==> src/hw/rtl/hpn_pkg.sv <==
// ----------------------------------------------------------------------------
// hpn_pkg
// Shared constants, register codes and types of the Hough peak finder.
// ----------------------------------------------------------------------------
package hpn_pkg;

   localparam int MAX_THETA_BINS = 1024;
   localparam int MAX_RHO_BINS   = 4096;
   localparam int VOTE_BITS      = 16;

   localparam int COL_BITS       = $clog2(MAX_THETA_BINS);
   localparam int ROW_BITS       = $clog2(MAX_RHO_BINS);
   localparam int THETA_REG_BITS = 11;
   localparam int RHO_REG_BITS   = 13;
   localparam int CSR_DATA_BITS  = 16;
   localparam int CSR_INDEX_BITS = 2;
   localparam int LINE_BITS      = 2 * VOTE_BITS;

   localparam int RSP_FIELD_BITS = ROW_BITS + COL_BITS + VOTE_BITS;
   localparam int RSP_DATA_BITS  = ((RSP_FIELD_BITS + 7) / 8) * 8;
   localparam int REQ_DATA_BITS  = ((VOTE_BITS + 7) / 8) * 8;

   localparam logic [THETA_REG_BITS-1:0] THETA_RESET = THETA_REG_BITS'(180);
   localparam logic [RHO_REG_BITS-1:0]   RHO_RESET   = RHO_REG_BITS'(1024);
   localparam logic [VOTE_BITS-1:0]      VOTES_RESET = VOTE_BITS'(100);
   localparam int MIN_BINS = 3;

   typedef enum logic [CSR_INDEX_BITS-1:0] {
      CSR_THETA_BINS = 2'd0,
      CSR_RHO_BINS   = 2'd1,
      CSR_MIN_VOTES  = 2'd2
   } csr_index_type;

   typedef struct packed {
      logic [ROW_BITS-1:0]  rho;
      logic [COL_BITS-1:0]  theta;
      logic [VOTE_BITS-1:0] votes;
   } peak_type;

   typedef struct packed {
      logic     valid;
      peak_type peak;
   } peak_push_type;

endpackage

==> src/hw/rtl/hpn_window.sv <==
// ----------------------------------------------------------------------------
// hpn_window
// 3x3 neighborhood register and the peak test on its center cell.
// ----------------------------------------------------------------------------
module hpn_window (
   input  logic                          clock,
   input  logic                          in_valid,
   input  logic [hpn_pkg::VOTE_BITS-1:0] up2,
   input  logic [hpn_pkg::VOTE_BITS-1:0] up1,
   input  logic [hpn_pkg::VOTE_BITS-1:0] vote,
   input  logic [hpn_pkg::COL_BITS-1:0]  col,
   input  logic [hpn_pkg::ROW_BITS-1:0]  row,
   input  logic [hpn_pkg::VOTE_BITS-1:0] min_votes,
   output hpn_pkg::peak_push_type        push
);

   logic [hpn_pkg::VOTE_BITS-1:0] win_ff [3][3];
   logic [hpn_pkg::VOTE_BITS-1:0] win_in [3][3];
   logic [hpn_pkg::VOTE_BITS-1:0] center;
   logic                          greater;
   logic                          interior;

   always_comb begin
      for (int i = 0; i < 3; i++) begin
         win_in[i][0] = win_ff[i][1];
         win_in[i][1] = win_ff[i][2];
      end
      win_in[0][2] = up2;
      win_in[1][2] = up1;
      win_in[2][2] = vote;
   end

   always_ff @(posedge clock) begin
      if (in_valid) begin
         win_ff <= win_in;
      end
   end

   assign center = win_in[1][1];

   always_comb begin
      greater = 1'b0;
      for (int i = 0; i < 3; i++) begin
         for (int j = 0; j < 3; j++) begin
            if (win_in[i][j] > center) begin
               greater = 1'b1;
            end
         end
      end
   end

   assign interior = (row >= hpn_pkg::ROW_BITS'(2)) && (col >= hpn_pkg::COL_BITS'(2));

   always_comb begin
      push.valid      = in_valid && interior && !greater && (center >= min_votes);
      push.peak.rho   = row - hpn_pkg::ROW_BITS'(1);
      push.peak.theta = col - hpn_pkg::COL_BITS'(1);
      push.peak.votes = center;
   end

endmodule

==> config.mk <==
export PLATFORM = sky130hd
export DESIGN_NAME = hpn_window
export DESIGN_NICKNAME = d
export VERILOG_FILES = /design/src/hw/rtl/hpn_pkg.sv /design/src/hw/rtl/hpn_window.sv
export SDC_FILE = /design/constraint.sdc
export NUM_CORES = 1
export LEC_CHECK = 0
export BUFFER_PORTS_ARGS = -buffer_cell sky130_fd_sc_hd__buf_2
export CAP_MARGIN = 20
export CORE_MARGIN = 5
export CORE_UTILIZATION = 50
export DETAILED_ROUTE_END_ITERATION = 6
export PLACE_DENSITY = 0.84
export SLEW_MARGIN = 20
export SYNTH_ARGS = -nofsm -noshare
export SYNTH_HDL_FRONTEND = slang
export SYNTH_SLANG_ARGS = --single-unit
export TNS_END_PERCENT = 30
==> constraint.sdc <==
create_clock -name clock -period 2.4 [get_ports clock]
set_input_delay 0.12 -clock clock [delete_from_list [all_inputs] [get_ports clock]]
set_output_delay 0.12 -clock clock [all_outputs]
set_load 0.03 [all_outputs]
* After elaboration in Yosys (flattened, before gate mapping)
Cells that the tools add are included.
** Storage, ports and cells
- Bits in registers :: 96
- Output and inout port bits :: 39
- Logic and storage cells :: 34
** Operators by class
- Add/subtract/negate cells :: 2
- Order comparisons :: 12
- Muxes and demuxes :: 9
- Reductions and logical operators :: 5
** Operators with widths (number)
- 16-bit > comparator :: 9
- 16-bit greater-or-equal comparator :: 1
- 12-bit by 2-bit greater-or-equal comparator with 1-bit output, second input constant :: 1
- 12-bit by 1-bit subtractor with 12-bit output, second input constant :: 1
- 10-bit by 2-bit greater-or-equal comparator with 1-bit output, second input constant :: 1
- 10-bit by 1-bit subtractor with 10-bit output, second input constant :: 1
- 1-bit two-way mux :: 9
- 1-bit logical AND :: 4
- 1-bit zero test :: 1

* Logic depth before layout (Yosys ltp)
- Word-level depth :: 13
- Mapped depth :: 9
- Depth with buffers taken out :: 9

* Least setup slack after synthesis
No wires, ideal clock.
- Path kind :: register to output
- Start point :: register win_ff, in the netlist center[1]
- End point :: output push[38] in the netlist's numbering
- Arrival time :: 2.145 ns
- Data required time :: 2.280 ns
- Setup slack :: 0.135 ns
- Stages on the path, launching flop included :: 10
- Buffers on the path :: 0
- Path through :: edfxtp_1 -> inv_1 -> ha_1 -> nor2b_4 -> o211ai_2 -> a21oi_2 -> a211oi_2 -> o2111ai_1 -> nor4_1 -> o2111a_1
** RTL lines
- start: declaration :: RTL line hpn_window.sv:17 : logic [hpn_pkg::VOTE_BITS-1:0] win_ff [3][3];
- start signal: assignment :: RTL line hpn_window.sv:35 : win_ff <= win_in;
- end: declaration :: RTL line hpn_window.sv:14 : output hpn_pkg::peak_push_type push

==> impl_metrics.json <==
{
  "status": "complete, but fails checks",
  "violations": "negative setup slack",
  "synthCells": 565,
  "die_area_um2": 15600,
  "place_congestion": 0.960,
  "skew_ps": 6.66,
  "std_cell_rows": 42,
  "r2r_slack_ps": 1440,
  "firstDrtPassIters": 7,
  "register_area_um2": 2880,
  "start_util_pct": 50.5,
  "grt.total_usage_pct": 23.4,
  "netlist_area_um2": 6610,
  "required_ps": 2280,
  "coreArea_um2": 13100,
  "seq_area_frac_synth_pct": 43.6,
  "power_per_cell_area_nw_per_um2": 551,
  "port-buffer-count": 126,
  "period_needed_ps": 3080,
  "synth_cell_types": 40,
  "post-route-period-util_pct": 129,
  "pin_count": 127,
  "fin_area_um2": 8910,
  "setup_viol_count_final": 1,
  "synth_ff_type": "edfxtp_1",
  "cts_buffers": 9,
  "fin_cells": 992,
  "relSlewSlack_pct": 64.4,
  "syn_avg_cell_area_um2": 11.7,
  "startpoint": "center[13]",
  "final_layout_size_suffix_gt1_share_pct": 31.5,
  "drcViolationCount": 0,
  "root_buffer": "clkbuf_16",
  "hold_depth": 2,
  "drt-initial-drc-count": 405,
  "timing.hold.ws_ps": 401,
  "cts.sinks": 96,
  "r2r-end": "win_ff[78]",
  "start_kind": "flop",
  "reg2reg_from": "center[14]",
  "cts_tree": "yes",
  "grt_max_degree": 97,
  "async_reset_ff_share_pct": 0,
  "holdCritStartpoint": "in_valid",
  "power.leakage_nw": 4.12,
  "crit_path_end": "push[38]",
  "antenna_found_initial": 0,
  "rr_worst_depth": 2,
  "cp.arrival_ps": 2960,
  "ir_worst_vdd_uv": 348,
  "worst_pin_slew_ps": 533,
  "die_x_um": 125,
  "post_drt_wl_per_cell_um": 19.3,
  "gr-total-overflow": 0,
  "path_max_fanout": 7,
  "avgViaCountPerCell": 5.86,
  "htree_levels": 3,
  "clk_pin_slew_worst_paths_ps": 60,
  "syn-num-nets": 801,
  "final_hold_viol_count": 0,
  "die_h_um": 125,
  "pre_cts_ws_ps": -312,
  "fillers": 853,
  "num_vias": 5814,
  "grt_pass1_vias": 6109,
  "slew_violations": 0,
  "max_freq_mhz": 324,
  "hold_path.class": "in2reg",
  "cp-end-kind": "primary output",
  "place_area_um2": 7830,
  "wl_mm": 19.1,
  "synth-edff-count": 96,
  "clock_latency_ps": 350,
  "grt_pass1_wl_mm": 29.8,
  "hpwl_mm": 13.8,
  "multiInputGateArea_um2": 3580,
  "rsz0062_at_grt": "yes",
  "clock_path_buffers": 2,
  "synth_warnings": 0,
  "synth.ff_latch_count": 96,
  "ant_nets": 0,
  "fin_nets": 1047,
  "setup_slack_ps": -684,
  "maxCapViolCount": 0,
  "critPathKind": "reg2out",
  "n_antenna_cell": 0,
  "placedCellCount": 908,
  "syn_to_final_growth_pct": 34.8
}
==> cell families (layout without fill, tap and decap cells) <==
group / Yosys count / in the layout / synth area share [%]
flops: 96 / 96 / 43.6
simple gates: 123 / 123 / 10.0
fa+ha+maj: 148 / 148 / 28.0
xor+xnor: 17 / 17 / 2.25
compound gates: 117 / 117 / 11.6
buf+inv: 64 / 315 / 4.54
==> worst max-delay path, cell delays in order, from the launching register on <==
cell and delay [ps]:
edfxtp_1 410, clkinvlp_4 230, buf_4 200, ha_1 310, nand4_1 200, or4_4 610, a22oi_1 240, o2111a_2 280
buf_6 140
==> what timing repair did <==
action | CTS | global route
gates resized for setup | 25 | 14
buffers inserted | 8 | 13
setup endpoints to repair | 1 | 1
endpoints found under the hold margin | 48 | 0
hold buffers | 48 | 0
pin swaps | 13 | 13
==> registers in the layout, summed over array words and instances (netlist names) <==
register and count:
win_ff 80, center 16
==> cells in the mapped netlist (6+ instances only) <==
| cell | count | area (um^2) |
|---|---|---|
| nand2_1 | 28 | 105 |
| o21ai_0 | 8 | 40.0 |
| a21oi_1 | 47 | 235 |
| inv_1 | 48 | 180 |
| nor2_1 | 15 | 56.3 |
| ha_1 | 148 | 1850 |
| nand4_1 | 31 | 194 |
| nand3_1 | 13 | 65.1 |
| buf_4 | 16 | 120 |
| nor3_1 | 9 | 45.0 |
| a21o_1 | 23 | 173 |
| xor2_1 | 11 | 96.3 |
| xnor2_1 | 6 | 52.6 |
| edfxtp_1 | 96 | 2880 |
| nor4_1 | 8 | 50.1 |
| a211oi_1 | 13 | 97.6 |
| nor2b_1 | 8 | 50.1 |
| o211ai_1 | 6 | 45.0 |
==> worst min-delay path by stage <==
stage	endpoint	slack, ps
2_1_floorplan	center[0]	220
6_report	center[10]	400
4_1_cts	center[10]	430
3_3_place_gp	win_ff[96]	320
5_1_grt	center[10]	440
3_5_place_dp	win_ff[8]	320
==> routing by layer <==
layer	wire length, um	track usage [%]	part of all wire (%)
met2	9500	41.6	50
met5	0	0	0
met3	1180	3.24	6.2
met1	7530	28.0	39
met4	887	10.8	4.6
==> final cells by class <==
| type | count | area share (%) |
|---|---|---|
| clock inverter | 5 | 0.533 |
| multi-input combinational | 405 | 40.2 |
| clock buffer | 11 | 2.61 |
| timing repair buffer | 251 | 19.7 |
| sequential | 96 | 32.3 |
| inverter | 48 | 2.15 |
| tap | 176 | 2.47 |
==> power breakdown <==
group | switching, mW | internal, mW
clock network | 0.627 | 0.800
logic | 0.780 | 0.651
registers | 0.0657 | 1.99
==> per-stage QoR <==
| stage | utilization, % | power (mW) | TNS (ps) |
|---|---|---|---|
| after floorplan | - | 2.79 | 0 |
| after global placement | 59.8 | 3.23 | -171 |
| after detailed placement | 59.8 | 3.32 | -312 |
| after CTS | 66.8 | 4.82 | -454 |
| after global routing | 68.1 | 5.12 | -710 |
| final | 68.1 | 4.92 | -684 |
==> cells in the final DEF (no fill, tap or decap), drive strengths merged, types with 11 or more instances in the layout <==
| cell type | netlist | final |
|---|---|---|
| buf | 16 | 203 |
| ha | 148 | 148 |
| edfxtp | 96 | 96 |
| a21oi | 49 | 49 |
| dlygate4sd3 | 0 | 48 |
| inv | 48 | 45 |
| nand4 | 31 | 31 |
| nand2 | 28 | 28 |
| a21o | 23 | 23 |
| nor2 | 15 | 15 |
| a211oi | 15 | 15 |
| nand3 | 13 | 13 |
| xor2 | 11 | 11 |
| clkbuf | 0 | 11 |
Note: power is estimated with default switching activity, not from simulation.
