[config.mk]
export PLATFORM = sky130hd
export DESIGN_NAME = hpn_out_queue
export DESIGN_NICKNAME = d
export VERILOG_FILES = /design/src/hw/rtl/hpn_pkg.sv /design/src/hw/rtl/hpn_out_queue.sv
export SDC_FILE = /design/constraint.sdc
export NUM_CORES = 1
export LEC_CHECK = 0
export ABC_AREA = 1
export BUFFER_PORTS_ARGS = -buffer_cell sky130_fd_sc_hd__clkbuf_2
export CELL_PAD_IN_SITES_DETAIL_PLACEMENT = 0
export CELL_PAD_IN_SITES_GLOBAL_PLACEMENT = 1
export CORE_MARGIN = 3
export CORE_UTILIZATION = 26
export DETAILED_ROUTE_END_ITERATION = 7
export PLACE_DENSITY = 0.55
export SETUP_SLACK_MARGIN = 0.02
export SLEW_MARGIN = 20
export SYNTH_ARGS = -nofsm -noshare
export SYNTH_HDL_FRONTEND = slang
export SYNTH_SLANG_ARGS = --single-unit
export TNS_END_PERCENT = 100
[constraint.sdc]
create_clock -name clock -period 2.8 [get_ports clock]
set_input_delay 0.56 -clock clock [delete_from_list [all_inputs] [get_ports clock]]
set_output_delay 0.56 -clock clock [all_outputs]
set_load 0.02 [all_outputs]
[src/hw/rtl/hpn_pkg.sv]
// ----------------------------------------------------------------------------
// hpn_pkg
// Shared constants, register codes and types of the Hough peak finder.
// ----------------------------------------------------------------------------
package hpn_pkg;

   localparam int MAX_THETA_BINS = 1024;
   localparam int MAX_RHO_BINS   = 4096;
   localparam int VOTE_BITS      = 16;

   localparam int COL_BITS       = $clog2(MAX_THETA_BINS);
   localparam int ROW_BITS       = $clog2(MAX_RHO_BINS);
   localparam int THETA_REG_BITS = 11;
   localparam int RHO_REG_BITS   = 13;
   localparam int CSR_DATA_BITS  = 16;
   localparam int CSR_INDEX_BITS = 2;
   localparam int LINE_BITS      = 2 * VOTE_BITS;

   localparam int RSP_FIELD_BITS = ROW_BITS + COL_BITS + VOTE_BITS;
   localparam int RSP_DATA_BITS  = ((RSP_FIELD_BITS + 7) / 8) * 8;
   localparam int REQ_DATA_BITS  = ((VOTE_BITS + 7) / 8) * 8;

   localparam logic [THETA_REG_BITS-1:0] THETA_RESET = THETA_REG_BITS'(180);
   localparam logic [RHO_REG_BITS-1:0]   RHO_RESET   = RHO_REG_BITS'(1024);
   localparam logic [VOTE_BITS-1:0]      VOTES_RESET = VOTE_BITS'(100);
   localparam int MIN_BINS = 3;

   typedef enum logic [CSR_INDEX_BITS-1:0] {
      CSR_THETA_BINS = 2'd0,
      CSR_RHO_BINS   = 2'd1,
      CSR_MIN_VOTES  = 2'd2
   } csr_index_type;

   typedef struct packed {
      logic [ROW_BITS-1:0]  rho;
      logic [COL_BITS-1:0]  theta;
      logic [VOTE_BITS-1:0] votes;
   } peak_type;

   typedef struct packed {
      logic     valid;
      peak_type peak;
   } peak_push_type;

endpackage

[src/hw/rtl/hpn_out_queue.sv]
// ----------------------------------------------------------------------------
// hpn_out_queue
// Two-entry result queue that decouples the window from the response channel.
// ----------------------------------------------------------------------------
module hpn_out_queue (
   input  logic                    clock,
   input  logic                    reset,
   input  hpn_pkg::peak_push_type  push,
   input  logic                    pop,
   output logic                    not_empty,
   output logic [1:0]              count,
   output hpn_pkg::peak_type       head
);

   hpn_pkg::peak_type slot_ff [2];
   logic              wr_ptr_ff;
   logic              wr_ptr_in;
   logic              rd_ptr_ff;
   logic              rd_ptr_in;
   logic [1:0]        count_ff;
   logic [1:0]        count_in;

   always_comb begin
      wr_ptr_in = wr_ptr_ff ^ push.valid;
      rd_ptr_in = rd_ptr_ff ^ pop;
      count_in  = count_ff + {1'b0, push.valid} - {1'b0, pop};
   end

   always_ff @(posedge clock) begin
      if (reset) begin
         wr_ptr_ff <= 1'b0;
         rd_ptr_ff <= 1'b0;
         count_ff  <= 2'd0;
      end else begin
         wr_ptr_ff <= wr_ptr_in;
         rd_ptr_ff <= rd_ptr_in;
         count_ff  <= count_in;
      end
   end

   always_ff @(posedge clock) begin
      if (push.valid) begin
         slot_ff[wr_ptr_ff] <= push.peak;
      end
   end

   assign head      = slot_ff[rd_ptr_ff];
   assign not_empty = (count_ff != 2'd0);
   assign count     = count_ff;

endmodule

Word level (Yosys, flattened, before mapping)
Memory sizes are Yosys's and may differ from the RTL's. A register that Yosys moved wholly into a read port is not among the register bits.
Index checks and enable logic that the tools add are counted.
Cells by class
  add/sub/neg operators: 2
  mux-type cells: 3
  bitwise logic cells: 2
  reduce and logical (&&, ||, !) cells: 1
Operator list (count)
  $mux W1: 3
  $add A2 B1 Y2: 1
  $reduce_bool A2 Y1: 1
  $sub A2 B1 Y2: 1
  $xor A1 B1 Y1: 2
Storage, ports and cells
  flip-flop bits (word level): 4
  memory bits (writable): 76
  bits of input ports: 42
  memories kept: 1
Memory list
  slot_ff: words 2, width 38, read ports 1, clocked after memory_dff 1, write ports 1, line hpn_out_queue.sv:15  | hpn_pkg::peak_type slot_ff [2];

Depth between registers and ports, before layout
Gate-level depths: netlist of run 1.
  depth in word-level cells: 2
  depth in mapped cells: 9

Least setup slack after synthesis of run 1
Ideal clock, no wire load.
  path kind: input to register
  from: input push[38] (netlist name)
  to: memory slot_ff[0][0] (netlist name), enable pin
  setup time: 399 ps
  arrival: 1525 ps
  required time: 2401 ps
  path slack: 876 ps
  stages on the path: 1
  cell sequence: ha_1
On the way
  word-level cells in the longest chain between the ends: 2
RTL lines
  from (decl): line hpn_out_queue.sv:8  | input hpn_pkg::peak_push_type push,
  $mux W1: line hpn_out_queue.sv:42  | if (push.valid) begin
  $mux W1 (not written as such): line hpn_out_queue.sv:43  | slot_ff[wr_ptr_ff] <= push.peak;
  to (decl): line hpn_out_queue.sv:15
Every way passes these cells.

==> results of run 1 <==
==> cell usage in the layout (no fill, tap or decap) <==
cell type / n
sky130_fd_sc_hd__a21oi_1: 1
sky130_fd_sc_hd__buf_12: 3
sky130_fd_sc_hd__bufinv_16: 2
sky130_fd_sc_hd__clkbuf_16: 9
sky130_fd_sc_hd__clkbuf_2: 82
sky130_fd_sc_hd__clkinv_2: 2
sky130_fd_sc_hd__clkinv_4: 3
sky130_fd_sc_hd__dfxtp_1: 3
sky130_fd_sc_hd__dfxtp_2: 1
sky130_fd_sc_hd__edfxtp_1: 76
sky130_fd_sc_hd__ha_1: 2
sky130_fd_sc_hd__ha_2: 2
sky130_fd_sc_hd__inv_1: 7
sky130_fd_sc_hd__mux2_2: 28
sky130_fd_sc_hd__mux2_4: 10
sky130_fd_sc_hd__nand2_1: 4
sky130_fd_sc_hd__nand3_1: 1
sky130_fd_sc_hd__nor2_1: 4
sky130_fd_sc_hd__xnor2_1: 1
==> power groups by stage <==
| stage | Combinational, mW | Clock, mW | Sequential (mW) |
|---|---|---|---|
| global placement | 0.379 | 0 | 1.45 |
| CTS | 0.381 | 1.27 | 1.42 |
| floorplan | 0.245 | 0 | 1.44 |
| detailed placement | 0.380 | 0 | 1.45 |
| finish | 0.370 | 1.23 | 1.42 |
| global route | 0.404 | 1.32 | 1.43 |
==> worst paths after layout <==
check        depth (start not counted)                        to            startpoint
min reg2reg                          3      wr_ptr_ff$_SDFF_PP0_  wr_ptr_ff$_SDFF_PP0_
min                                  1  slot_ff[0][25]$_DFFE_PP_              push[25]
max                                  3                   head[9]  rd_ptr_ff$_SDFF_PP0_
max reg2reg                          2   slot_ff[1][9]$_DFFE_PP_  wr_ptr_ff$_SDFF_PP0_
==> flip-flops by register name, indices dropped and copies added, names as in the netlist <==
signal	flops
wr_ptr_ff	1
rd_ptr_ff	1
slot_ff	76
count	2
==> layer usage <==
layer	vias up	part of all wire, %	track usage, %
met5	-	0	0
met4	0	1.6	3.846
met3	9	7.9	3.048
met2	57	46	13.55
met1	757	45	10.48
li1	736	-	-
==> cell usage after synthesis <==
| cell type | instances |
|---|---|
| sky130_fd_sc_hd__buf_8 | 1 |
| sky130_fd_sc_hd__mux2_2 | 28 |
| sky130_fd_sc_hd__nand2_1 | 4 |
| sky130_fd_sc_hd__nor2_1 | 4 |
| sky130_fd_sc_hd__inv_1 | 7 |
| sky130_fd_sc_hd__ha_1 | 4 |
| sky130_fd_sc_hd__dfxtp_1 | 4 |
| sky130_fd_sc_hd__mux2_4 | 10 |
| sky130_fd_sc_hd__buf_6 | 1 |
| sky130_fd_sc_hd__buf_4 | 2 |
| sky130_fd_sc_hd__a21oi_1 | 1 |
| sky130_fd_sc_hd__edfxtp_1 | 76 |
| sky130_fd_sc_hd__nand3_1 | 1 |
| sky130_fd_sc_hd__xnor2_1 | 1 |
==> worst reg2reg max path, cell delays in order, from the launching register on <==
cell and delay, ns:
sky130_fd_sc_hd__dfxtp_1 0.33, sky130_fd_sc_hd__ha_2 0.54, sky130_fd_sc_hd__buf_12 0.26
==> cell families (layout without fill, tap and decap cells) <==
family,count (synthesis),after routing,synth area share (%)
adder cells (fa/ha/maj),4,4,1.672
buffers and inverters,11,108,2.256
AO/OA/AOI/OAI,1,1,0.1670
multiplexers,38,38,15.55
XOR/XNOR,1,1,0.2926
flip-flops,80,80,78.90
AND/OR/NAND/NOR,9,9,1.170
==> layout make-up <==
class,instances,area [um^2],area share (%)
well taps,140,175.2,4.461
flip-flops and latches,80,2364,60.20
clock buffers,9,225.2,5.736
repair buffers,85,470.5,11.98
clock inverters,7,96.34,2.454
inverters,7,26.28,0.6692
multi-input cells,53,569.3,14.50
==> impl_results.rst, run 1 <==
.. list-table::
   :header-rows: 1

   * - Metric
     - Value
   * - Run status
     - finished, final reports clean
   * - Ratio of routed vias to standard cells
     - 4.092
   * - Setup repair after global routing missed its margin
     - no
   * - Post CTS Setup Buffer Count
     - 0
   * - Overflow left after global routing
     - 0
   * - Number of search-and-repair iterations in the first detailed-routing pass
     - 2
   * - Number of non-filler instances in the completed layout
     - 381
   * - Placement row count
     - 38
   * - Headroom to the max-slew limit
     - 63.02%
   * - Y dimension of the die
     - between 100 and 150 um
   * - Hold buffer count at cts
     - 0
   * - Transition time of the tightest slew-check pin
     - 0.5547 ns
   * - Cell at the root of the clock tree
     - sky130_fd_sc_hd__clkbuf_16
   * - Worst Path Max Fanout
     - 22
   * - Worst slack at placement
     - 0.7694 ns
   * - Classification of the worst setup path
     - flip-flop to output port
   * - Worst hold margin
     - about 0.42 ns
   * - Largest net degree at the start of global routing
     - 39
   * - First-pass GRT wire length
     - 8300 um
   * - IO Count
     - 83
   * - Fraction of power consumed by the clock network
     - between 40% and 50%
   * - # placed instances
     - between 300 and 400
   * - Overall global routing resource usage
     - 8.546%
   * - Highest ir drop seen on vdd
     - 0.3335 mV
   * - Cell Area, Synth
     - 2994 um^2
   * - 1st-iter DRT viols
     - 50
   * - CTS tree
     - done
   * - Final Max Slew Viols
     - 0
   * - Total setup violations reported at the end of the flow
     - 0
   * - Utilization after layout
     - ~36%
   * - Total power draw
     - 3.016 mW
   * - Max_cap viols
     - 0
   * - Slowest library cell on the worst path
     - sky130_fd_sc_hd__dfxtp_2
   * - Number of levels the H-tree was split into
     - 3
   * - Type of element capturing the critical path
     - output port
   * - Leak pwr
     - 1.533 nW
   * - Mean post-synth cell area
     - 20.79 um^2
   * - Fraction of layout instances using a drive strength above 1
     - 58.92%
   * - Routability-driven placement congestion ratio
     - roughly 0.7
   * - Fraction of power consumed by combinational cells
     - approximately an eighth
   * - Worst-case clock skew
     - 0.005062 ns
   * - Cells after Synth
     - 144
   * - Power Dens Cells
     - 768.3 nW/um^2
   * - Via count of the first global-routing pass
     - 1637
   * - CP required
     - 2.24 ns
   * - Part of the Yosys area used for sequential elements
     - 78.90%
   * - Via Count
     - 1559
   * - Combined buffer and inverter count along the critical path
     - 2
   * - Horizontal die dimension
     - 113.3 um
   * - Number of inserted filler cells in the final layout
     - 1078
   * - Pint
     - 2.335 mW
   * - Number of port buffers
     - approximately 80
   * - Arrival time reported for the critical path endpoint
     - between 1.5 and 2 ns
   * - Fin crit period
     - 2.319 ns
   * - Final nets
     - 282
   * - Sum of negative setup slack
     - 0 ns
   * - Number of buffers inserted during clock tree synthesis
     - 9
   * - Sequential group share of total power
     - between 40 and 50%
   * - Final Cell Area
     - 3926 um^2
   * - Starting density of the core
     - 27.14%
   * - Clock sink total
     - 80
   * - Number of nets produced by synthesis
     - 190
   * - Clock latency at the later pin of the worst-skew pair
     - 0.32 ns
   * - Least setup slack across all paths after layout
     - 0.4814 ns
   * - Number of distinct library cells after synthesis
     - 14
   * - Cell accounting for the most synthesized area
     - sky130_fd_sc_hd__edfxtp_1
   * - Hold Path Class
     - primary input to flip-flop
   * - R2R setup slack
     - 1.37 ns
   * - Type of element launching the critical path
     - flip-flop
   * - Clock edge transition at the registers on the reported setup and hold paths
     - 0.06 ns
   * - CP top delay family
     - flip-flops
   * - Critical Path Max Stage Delay
     - roughly 0.64 ns
   * - Routed Antenna Nets
     - 0
   * - Core ar.
     - 11030 um^2
   * - Final period util
     - 82.81%
   * - Initial antenna violation count
     - 0
   * - Die outline area
     - 12840 um^2
   * - Seq cells post-synth
     - 80
   * - Cell types with the largest area share after synthesis
     - sky130_fd_sc_hd__edfxtp_1 (76%), sky130_fd_sc_hd__mux2_2 (11%), sky130_fd_sc_hd__mux2_4 (5.0%)
   * - Top cell type's share of synthesized area
     - about three quarters
   * - Per-cell routed wire length
     - 13.81 um
   * - Half-perimeter wire length after detailed placement
     - 3592 um
   * - Instance area after placement
     - 3605 um^2
   * - Maximum root-to-sink buffer count
     - 2
   * - Max frequency
     - roughly 430 MHz
   * - Crit-path cells
     - buf_12 > mux2_2 > clkbuf_2
   * - Number of inserted diodes
     - 0
   * - Switching share of power
     - 22.58%
   * - Switching power
     - 0.6813 mW
   * - Count of instances resized after the clock tree is built
     - 0
   * - Synthesis Warnings
     - 0
   * - Wire length after detailed routing
     - 5262 um
   * - Area growth from synthesis to layout
     - 31.13%
   * - Final hold viol count
     - 0
   * - Count of unresolved DRC violations after routing
     - 0
Power figures use the tool's default switching activity.
==> run 2, diff against run 1 <==
ABC_AREA = 0   (was 1)
clock period = 2.3 ns   (was 2.8 ns; I/O delays follow)
==> impl_results.rst, run 2 <==
.. list-table::
   :header-rows: 1

   * - Metric
     - Value
   * - Seq cells post-synth
     - 80
   * - Final nets
     - 276
   * - Post-synthesis share of cell area spent on xor and xnor gates
     - 1.048%
   * - Type of element capturing the critical path
     - output port
   * - 1st-iter DRT viols
     - 64
   * - Number of enable flip-flop cells after synthesis
     - 76
   * - Cell types with the largest area share after synthesis
     - sky130_fd_sc_hd__edfxtp_1 (76%), sky130_fd_sc_hd__mux2_2 (11%), sky130_fd_sc_hd__mux2_4 (5.0%)
   * - Final hold viol count
     - 0
   * - Final period util
     - a little over four fifths
   * - Number of inserted diodes
     - 0
   * - Routability-driven placement congestion ratio
     - 0.6374
   * - Part of the Yosys area used for sequential elements
     - 79.13%
   * - Cell accounting for the most synthesized area
     - sky130_fd_sc_hd__edfxtp_1
   * - Cells after Synth
     - 136
   * - Clock edge transition at the registers on the reported setup and hold paths
     - roughly 0.060 ns
   * - Total setup violations reported at the end of the flow
     - 0
   * - Power Dens Cells
     - about 900 nW/um^2
   * - Fraction of layout instances using a drive strength above 1
     - 60.68%
   * - Most frequent cell after synthesis
     - sky130_fd_sc_hd__edfxtp_1
   * - GR Layer Usage met1
     - 10.52%
   * - Via Count
     - about 1500
   * - Mean post-synth cell area
     - 21.95 um^2
   * - Post CTS Setup Buffer Count
     - 0
   * - Y dimension of the die
     - 113.2 um
   * - Instance area after placement
     - 3586 um^2
   * - Top cell type's share of synthesized area
     - 76.45%
   * - Cell depth of the worst flop-to-flop path
     - 6
   * - Critical Path Max Stage Delay
     - 0.39 ns
   * - Slowest library cell on the worst path
     - sky130_fd_sc_hd__mux2_2
   * - Initial antenna violation count
     - 0
   * - Run status
     - finished, final reports clean
   * - Fin crit period
     - 1.928 ns
   * - Most used routing layer in global routing
     - met2
   * - Ratio of routed vias to standard cells
     - ~4
   * - Half-perimeter wire length after detailed placement
     - between 3000 and 4000 um
   * - CTS tree
     - done
   * - Horizontal die dimension
     - 113.2 um
   * - First-pass GRT wire length
     - between 8000 and 9000 um
   * - Wire length after detailed routing
     - ~5200 um
   * - CP required
     - 1.84 ns
   * - Max_cap viols
     - 0
   * - CP top delay family
     - buffers and inverters
   * - Hold Path Class
     - primary input to flip-flop
   * - Overflow left after global routing
     - 0
   * - GRT met3 Usage
     - 3.102%
   * - Most common library cell in the layout ignoring fill and taps
     - sky130_fd_sc_hd__clkbuf_2
   * - IO Count
     - between 80 and 90
   * - Die outline area
     - 12800 um^2
   * - Number of levels the H-tree was split into
     - 3
   * - R2r endpoint
     - count[1]$_SDFF_PP0_
   * - Combined buffer and inverter count along the critical path
     - 2
   * - Core ar.
     - 11030 um^2
   * - Starting density of the core
     - 27.06%
   * - Classification of the worst setup path
     - flip-flop to output port
   * - Per-cell routed wire length
     - 13.90 um
   * - Number of buffers inserted during clock tree synthesis
     - 9
   * - Highest ir drop seen on vdd
     - 0.3560 mV
   * - Largest net degree at the start of global routing
     - 40
   * - Count of instances resized after the clock tree is built
     - 0
   * - Launching instance or port of the critical path
     - rd_ptr_ff$_SDFF_PP0_
   * - R2R setup slack
     - 1.09 ns
   * - Worst slack at placement
     - 0.6822 ns
   * - Adder-Cell Fraction of Synth Area
     - 1.676%
   * - Maximum root-to-sink buffer count
     - 2
   * - Routed Antenna Nets
     - 0
   * - Worst-case clock skew
     - 0.006581 ns
   * - Clock latency at the later pin of the worst-skew pair
     - 0.32 ns
   * - Capture point of the worst path
     - head[5]
   * - Sum of negative setup slack
     - 0 ns
   * - Number of port buffers
     - 82
   * - Max reg flops
     - 76
   * - Number of search-and-repair iterations in the first detailed-routing pass
     - 5
   * - Post-synthesis mux area share
     - 15.59%
   * - Via count of the first global-routing pass
     - 1646
   * - Compound-Gate Fraction of Synth Area
     - 0%
   * - Max frequency
     - 518.6 MHz
   * - Type of element launching the critical path
     - flip-flop
   * - Overall global routing resource usage
     - 8.479%
   * - Least setup slack across all paths after layout
     - 0.3716 ns
   * - Cell at the root of the clock tree
     - sky130_fd_sc_hd__clkbuf_16
   * - Count of unresolved DRC violations after routing
     - 0
   * - Final Max Slew Viols
     - 0
   * - RR Startpoint
     - count[0]$_SDFF_PP0_
   * - Clock sink total
     - 80
   * - Hold buffer count at cts
     - 0
   * - Crit-path cells
     - buf_12 > mux2_2 > clkbuf_2
   * - Headroom to the max-slew limit
     - 80.23%
   * - Most numerous cell types in the synthesized netlist
     - sky130_fd_sc_hd__edfxtp_1 (76), sky130_fd_sc_hd__mux2_2 (28), sky130_fd_sc_hd__mux2_4 (10)
   * - Placement row count
     - 38
   * - Synthesis Warnings
     - 0
   * - Final Cell Area
     - 3872 um^2
   * - Area share of and/or/nand/nor cells after synthesis
     - 0.7963%
   * - Stages on worst setup path
     - 3
   * - Dominant combinational cell family by area after synthesis
     - multiplexers
   * - Cell Area, Synth
     - 2985 um^2
   * - Worst Path Max Fanout
     - 39
   * - Met2 usage
     - between 10% and 20%
   * - Leak pwr
     - 1.494 nW
   * - Arrival time reported for the critical path endpoint
     - 1.47 ns
   * - Fraction of registers with async set or reset after synthesis
     - 0%
   * - Setup repair after global routing missed its margin
     - no
   * - Most common flop cell mapped by yosys
     - sky130_fd_sc_hd__edfxtp_1
   * - Register name with the most flops
     - slot_ff
   * - Area growth from synthesis to layout
     - 29.71%
   * - Most frequent cells in the layout
     - sky130_fd_sc_hd__clkbuf_2 (82), sky130_fd_sc_hd__edfxtp_1 (76), sky130_fd_sc_hd__mux2_2 (28), sky130_fd_sc_hd__mux2_4 (10), sky130_fd_sc_hd__clkbuf_16 (9)
   * - Number of nets produced by synthesis
     - 182
   * - Number of distinct library cells after synthesis
     - 14
   * - Transition time of the tightest slew-check pin
     - 0.2966 ns
==> run 2: cell types whose count changed after synthesis <==
cell | before | now
sky130_fd_sc_hd__nor2_1 | 4 | 3
sky130_fd_sc_hd__inv_1 | 7 | 3
sky130_fd_sc_hd__xnor3_1 | 0 | 1
sky130_fd_sc_hd__nand2_1 | 4 | 0
sky130_fd_sc_hd__nor2b_1 | 0 | 1
sky130_fd_sc_hd__or2_2 | 0 | 1
sky130_fd_sc_hd__a21oi_1 | 1 | 0
sky130_fd_sc_hd__nand3_1 | 1 | 0
==> run 2: kinds of logic (layout without fill, tap and decap cells) <==
family / after synthesis / after routing
DFF: 80 / 80
muxes: 38 / 38
buffers and inverters: 7 / 105
and+or+nand+nor: 5 / 5
adders and majority gates: 4 / 4
xor gates and xnor gates: 2 / 2
==> run 2: area by class of cell <==
cell class	instances	area [um^2]
clock buffer	9	225.2
clock inverter	6	61.31
fill	1070	7158
inverter	3	11.26
multi-input combinational	49	575.6
sequential	80	2364
tap	140	175.2
timing repair buffer	87	460.4
==> run 2: worst min-delay path by stage <==
stage / from / endpoint / slack, ns / cells past startpoint
6_report: push[5] / slot_ff[0][5]$_DFFE_PP_ / 0.33 / 1
5_1_grt: push[9] / slot_ff[1][9]$_DFFE_PP_ / 0.31 / 1
4_1_cts: push[5] / slot_ff[0][5]$_DFFE_PP_ / 0.31 / 1
3_5_place_dp: wr_ptr_ff$_SDFF_PP0_ / wr_ptr_ff$_SDFF_PP0_ / 0.56 / 3
3_3_place_gp: wr_ptr_ff$_SDFF_PP0_ / wr_ptr_ff$_SDFF_PP0_ / 0.56 / 3
2_1_floorplan: wr_ptr_ff$_SDFF_PP0_ / wr_ptr_ff$_SDFF_PP0_ / 0.52 / 3
==> run 2: where the power goes <==
| part | switching, mW | internal (mW) | leakage [nW] |
|---|---|---|---|
| logic | 0.269 | 0.206 | 0.615 |
| registers | 0.0241 | 1.70 | 0.747 |
| clock network | 0.520 | 0.828 | 0.133 |
| total | 0.813 | 2.73 | 1.49 |
==> run 2: per-layer routing <==
layer / up-vias / share of wire (%)
met5: - / 0
met4: 0 / 0.62
met3: 4 / 8.3
met2: 64 / 46
met1: 739 / 45
li1: 717 / -
==> run 2: stage by stage <==
stage          instances  utilization (%)  power [mW]  hold slack, ns
2_1_floorplan        136                -       2.071          0.5195
3_3_place_gp         359            32.51       2.239          0.5568
3_5_place_dp         359            32.51       2.244          0.5645
4_1_cts              374            35.11       3.607          0.3104
5_1_grt              374            35.11       3.718          0.3128
6_report             374            35.11       3.547          0.3267
==> run 3, diff against run 2 <==
clock period = 1.9 ns   (was 2.3 ns; I/O delays follow)
==> impl_results.rst, run 3 (synthesis results as in run 2) <==
.. list-table::
   :header-rows: 1

   * - Metric
     - Value
   * - Half-perimeter wire length after detailed placement
     - 3420 um
   * - Area of the multi-input gates
     - 575.6 um^2
   * - Utilization after layout
     - 36.32%
   * - Classification of the worst setup path
     - flip-flop to output port
   * - Final period util
     - 94.73%
   * - Total power draw
     - 4.722 mW
   * - Via count of the first global-routing pass
     - 1583
   * - IO Count
     - 83
   * - Area growth from synthesis to layout
     - 34.20%
   * - Leak pwr
     - ~1.6 nW
   * - Sequential group share of total power
     - 44.3%
   * - Fraction of layout instances using a drive strength above 1
     - 61.02%
   * - Register name with the most flops
     - slot_ff
   * - Number of search-and-repair iterations in the first detailed-routing pass
     - 4
   * - Least setup slack across all paths after layout
     - 0.1001 ns
   * - Starting density of the core
     - 27.06%
   * - Max_cap viols
     - 0
   * - Setup repair after global routing missed its margin
     - no
   * - Fin crit period
     - 1.800 ns
   * - # placed instances
     - 358
   * - Final nets
     - 277
   * - Per-cell routed wire length
     - 14.36 um
   * - Number of inserted filler cells in the final layout
     - ~1100
   * - Number of port buffers
     - 82
   * - Placement row count
     - 38
   * - Maximum root-to-sink buffer count
     - 2
   * - Headroom to the max-slew limit
     - 84.61%
   * - First-pass GRT wire length
     - 8204 um
   * - Most frequent cells in the layout
     - sky130_fd_sc_hd__clkbuf_2 (82), sky130_fd_sc_hd__edfxtp_1 (76), sky130_fd_sc_hd__mux2_2 (28), sky130_fd_sc_hd__mux2_4 (10), sky130_fd_sc_hd__clkbuf_16 (10)
   * - FF+latch area
     - 2366 um^2
   * - Total met3 wirelength after detailed routing
     - roughly 440 um
   * - Most common library cell in the layout ignoring fill and taps
     - sky130_fd_sc_hd__clkbuf_2
   * - Arrival time reported for the critical path endpoint
     - 1.42 ns
   * - Cell at the root of the clock tree
     - sky130_fd_sc_hd__clkbuf_16
   * - Routability-driven placement congestion ratio
     - 0.6787
   * - Routed Antenna Nets
     - 0
   * - Initial antenna violation count
     - 0
   * - Fraction of power consumed by combinational cells
     - between 10% and 20%
   * - Number of non-filler instances in the completed layout
     - 376
   * - Horizontal die dimension
     - 113.2 um
   * - Clock sink total
     - 80
   * - Power Dens Cells
     - 1179 nW/um^2
   * - Run status
     - finished, final reports clean
   * - CP required
     - roughly 1.5 ns
   * - Count of unresolved DRC violations after routing
     - 0
   * - Largest net degree at the start of global routing
     - 39
   * - Max frequency
     - ~560 MHz
   * - Die outline area
     - 12800 um^2
   * - Number of levels the H-tree was split into
     - 3
   * - Worst-case clock skew
     - 0.003946 ns
   * - Final hold viol count
     - 0
   * - Total setup violations reported at the end of the flow
     - 0
   * - Transition time of the tightest slew-check pin
     - ~0.23 ns
   * - Core ar.
     - 11030 um^2
   * - Worst Path Max Fanout
     - 16
   * - 1st-iter DRT viols
     - 33
   * - Overflow left after global routing
     - 0
   * - Cell count of the worst hold path
     - 1
   * - Type of element launching the critical path
     - flip-flop
   * - Pint
     - 3.740 mW
   * - Uppermost layer routed
     - met4
   * - Via Count
     - 1518
   * - Worst slack at placement
     - 0.4055 ns
   * - Met2 routed WL
     - 2461 um
   * - Switching power
     - 0.9821 mW
   * - Wire length after detailed routing
     - between 5000 and 6000 um
   * - Ratio of routed vias to standard cells
     - 4.037
   * - Fraction of power consumed by the clock network
     - 43.0%
   * - Type of element capturing the critical path
     - output port
   * - Switching share of power
     - 20.80%
   * - Clock latency at the later pin of the worst-skew pair
     - 0.32 ns
   * - Max reg flops
     - between 70 and 80
   * - Clock edge transition at the registers on the reported setup and hold paths
     - 0.06 ns
   * - Hold Path Class
     - primary input to flip-flop
   * - Number of buffers inserted during clock tree synthesis
     - 9
   * - Final Max Slew Viols
     - 0
   * - Number of inserted diodes
     - 0
   * - Cell depth of the worst flop-to-flop path
     - 6
   * - Highest ir drop seen on vdd
     - 0.6118 mV
   * - CTS tree
     - done
   * - Overall global routing resource usage
     - 8.468%
   * - Routed metal-1 wire length
     - 2437 um
   * - Sum of negative setup slack
     - 0 ns
   * - Y dimension of the die
     - ~110 um
   * - R2R setup slack
     - 0.71 ns
   * - Post CTS Setup Buffer Count
     - 0
-- run 3: final cells by class --
class / count / area share (%)
clock buffers: 10 / 5.715
multi-input cells: 49 / 14.37
well taps: 140 / 4.372
clock inverters: 6 / 3.279
inverters: 3 / 0.2811
repair buffers: 88 / 12.93
flip-flops and latches: 80 / 59.06
-- run 3: power by group through the flow --
stage / sequential (mW) / clock [mW] / combinational (mW)
6_report: 2.09 / 2.03 / 0.600
3_3_place_gp: 2.12 / 0 / 0.596
4_1_cts: 2.09 / 2.10 / 0.598
2_1_floorplan: 2.13 / 0 / 0.374
5_1_grt: 2.10 / 2.18 / 0.651
3_5_place_dp: 2.13 / 0 / 0.595
-- run 3: through the flow --
| step | area (um^2) | hold slack, ns |
|---|---|---|
| CTS | 3964 | 0.2230 |
| global placement | 3603 | 0.5553 |
| finish | 4006 | 0.2415 |
| global route | 4006 | 0.2258 |
| detailed placement | 3603 | 0.5661 |
| floorplan | 2985 | 0.4467 |
-- run 3: path summary, 6_finish.rpt --
path                        start                       end
min reg2reg  wr_ptr_ff$_SDFF_PP0_      wr_ptr_ff$_SDFF_PP0_
max          rd_ptr_ff$_SDFF_PP0_                   head[5]
max reg2reg   count[0]$_SDFF_PP0_       count[1]$_SDFF_PP0_
min                      push[36]  slot_ff[0][36]$_DFFE_PP_
-- run 3: what timing repair did --
| action | in CTS | in global routing |
|---|---|---|
| hold buffers | 0 | 0 |
| resized for setup | 0 | 2 |
| setup endpoints to repair | 0 | 8 |
-- run 3: layer usage --
layer / vias to the layer above / global-route usage (%)
li1: 718 / -
met1: 730 / 10.46
met2: 64 / 12.88
met3: 6 / 4.118
met4: 0 / 3.125
met5: - / 0
-- run 3: worst max-delay path: stages, from the launching register on --
cell,delay (ns)
sky130_fd_sc_hd__dfxtp_4,0.40
sky130_fd_sc_hd__buf_12,0.17
sky130_fd_sc_hd__mux2_2,0.36
sky130_fd_sc_hd__clkbuf_2,0.16
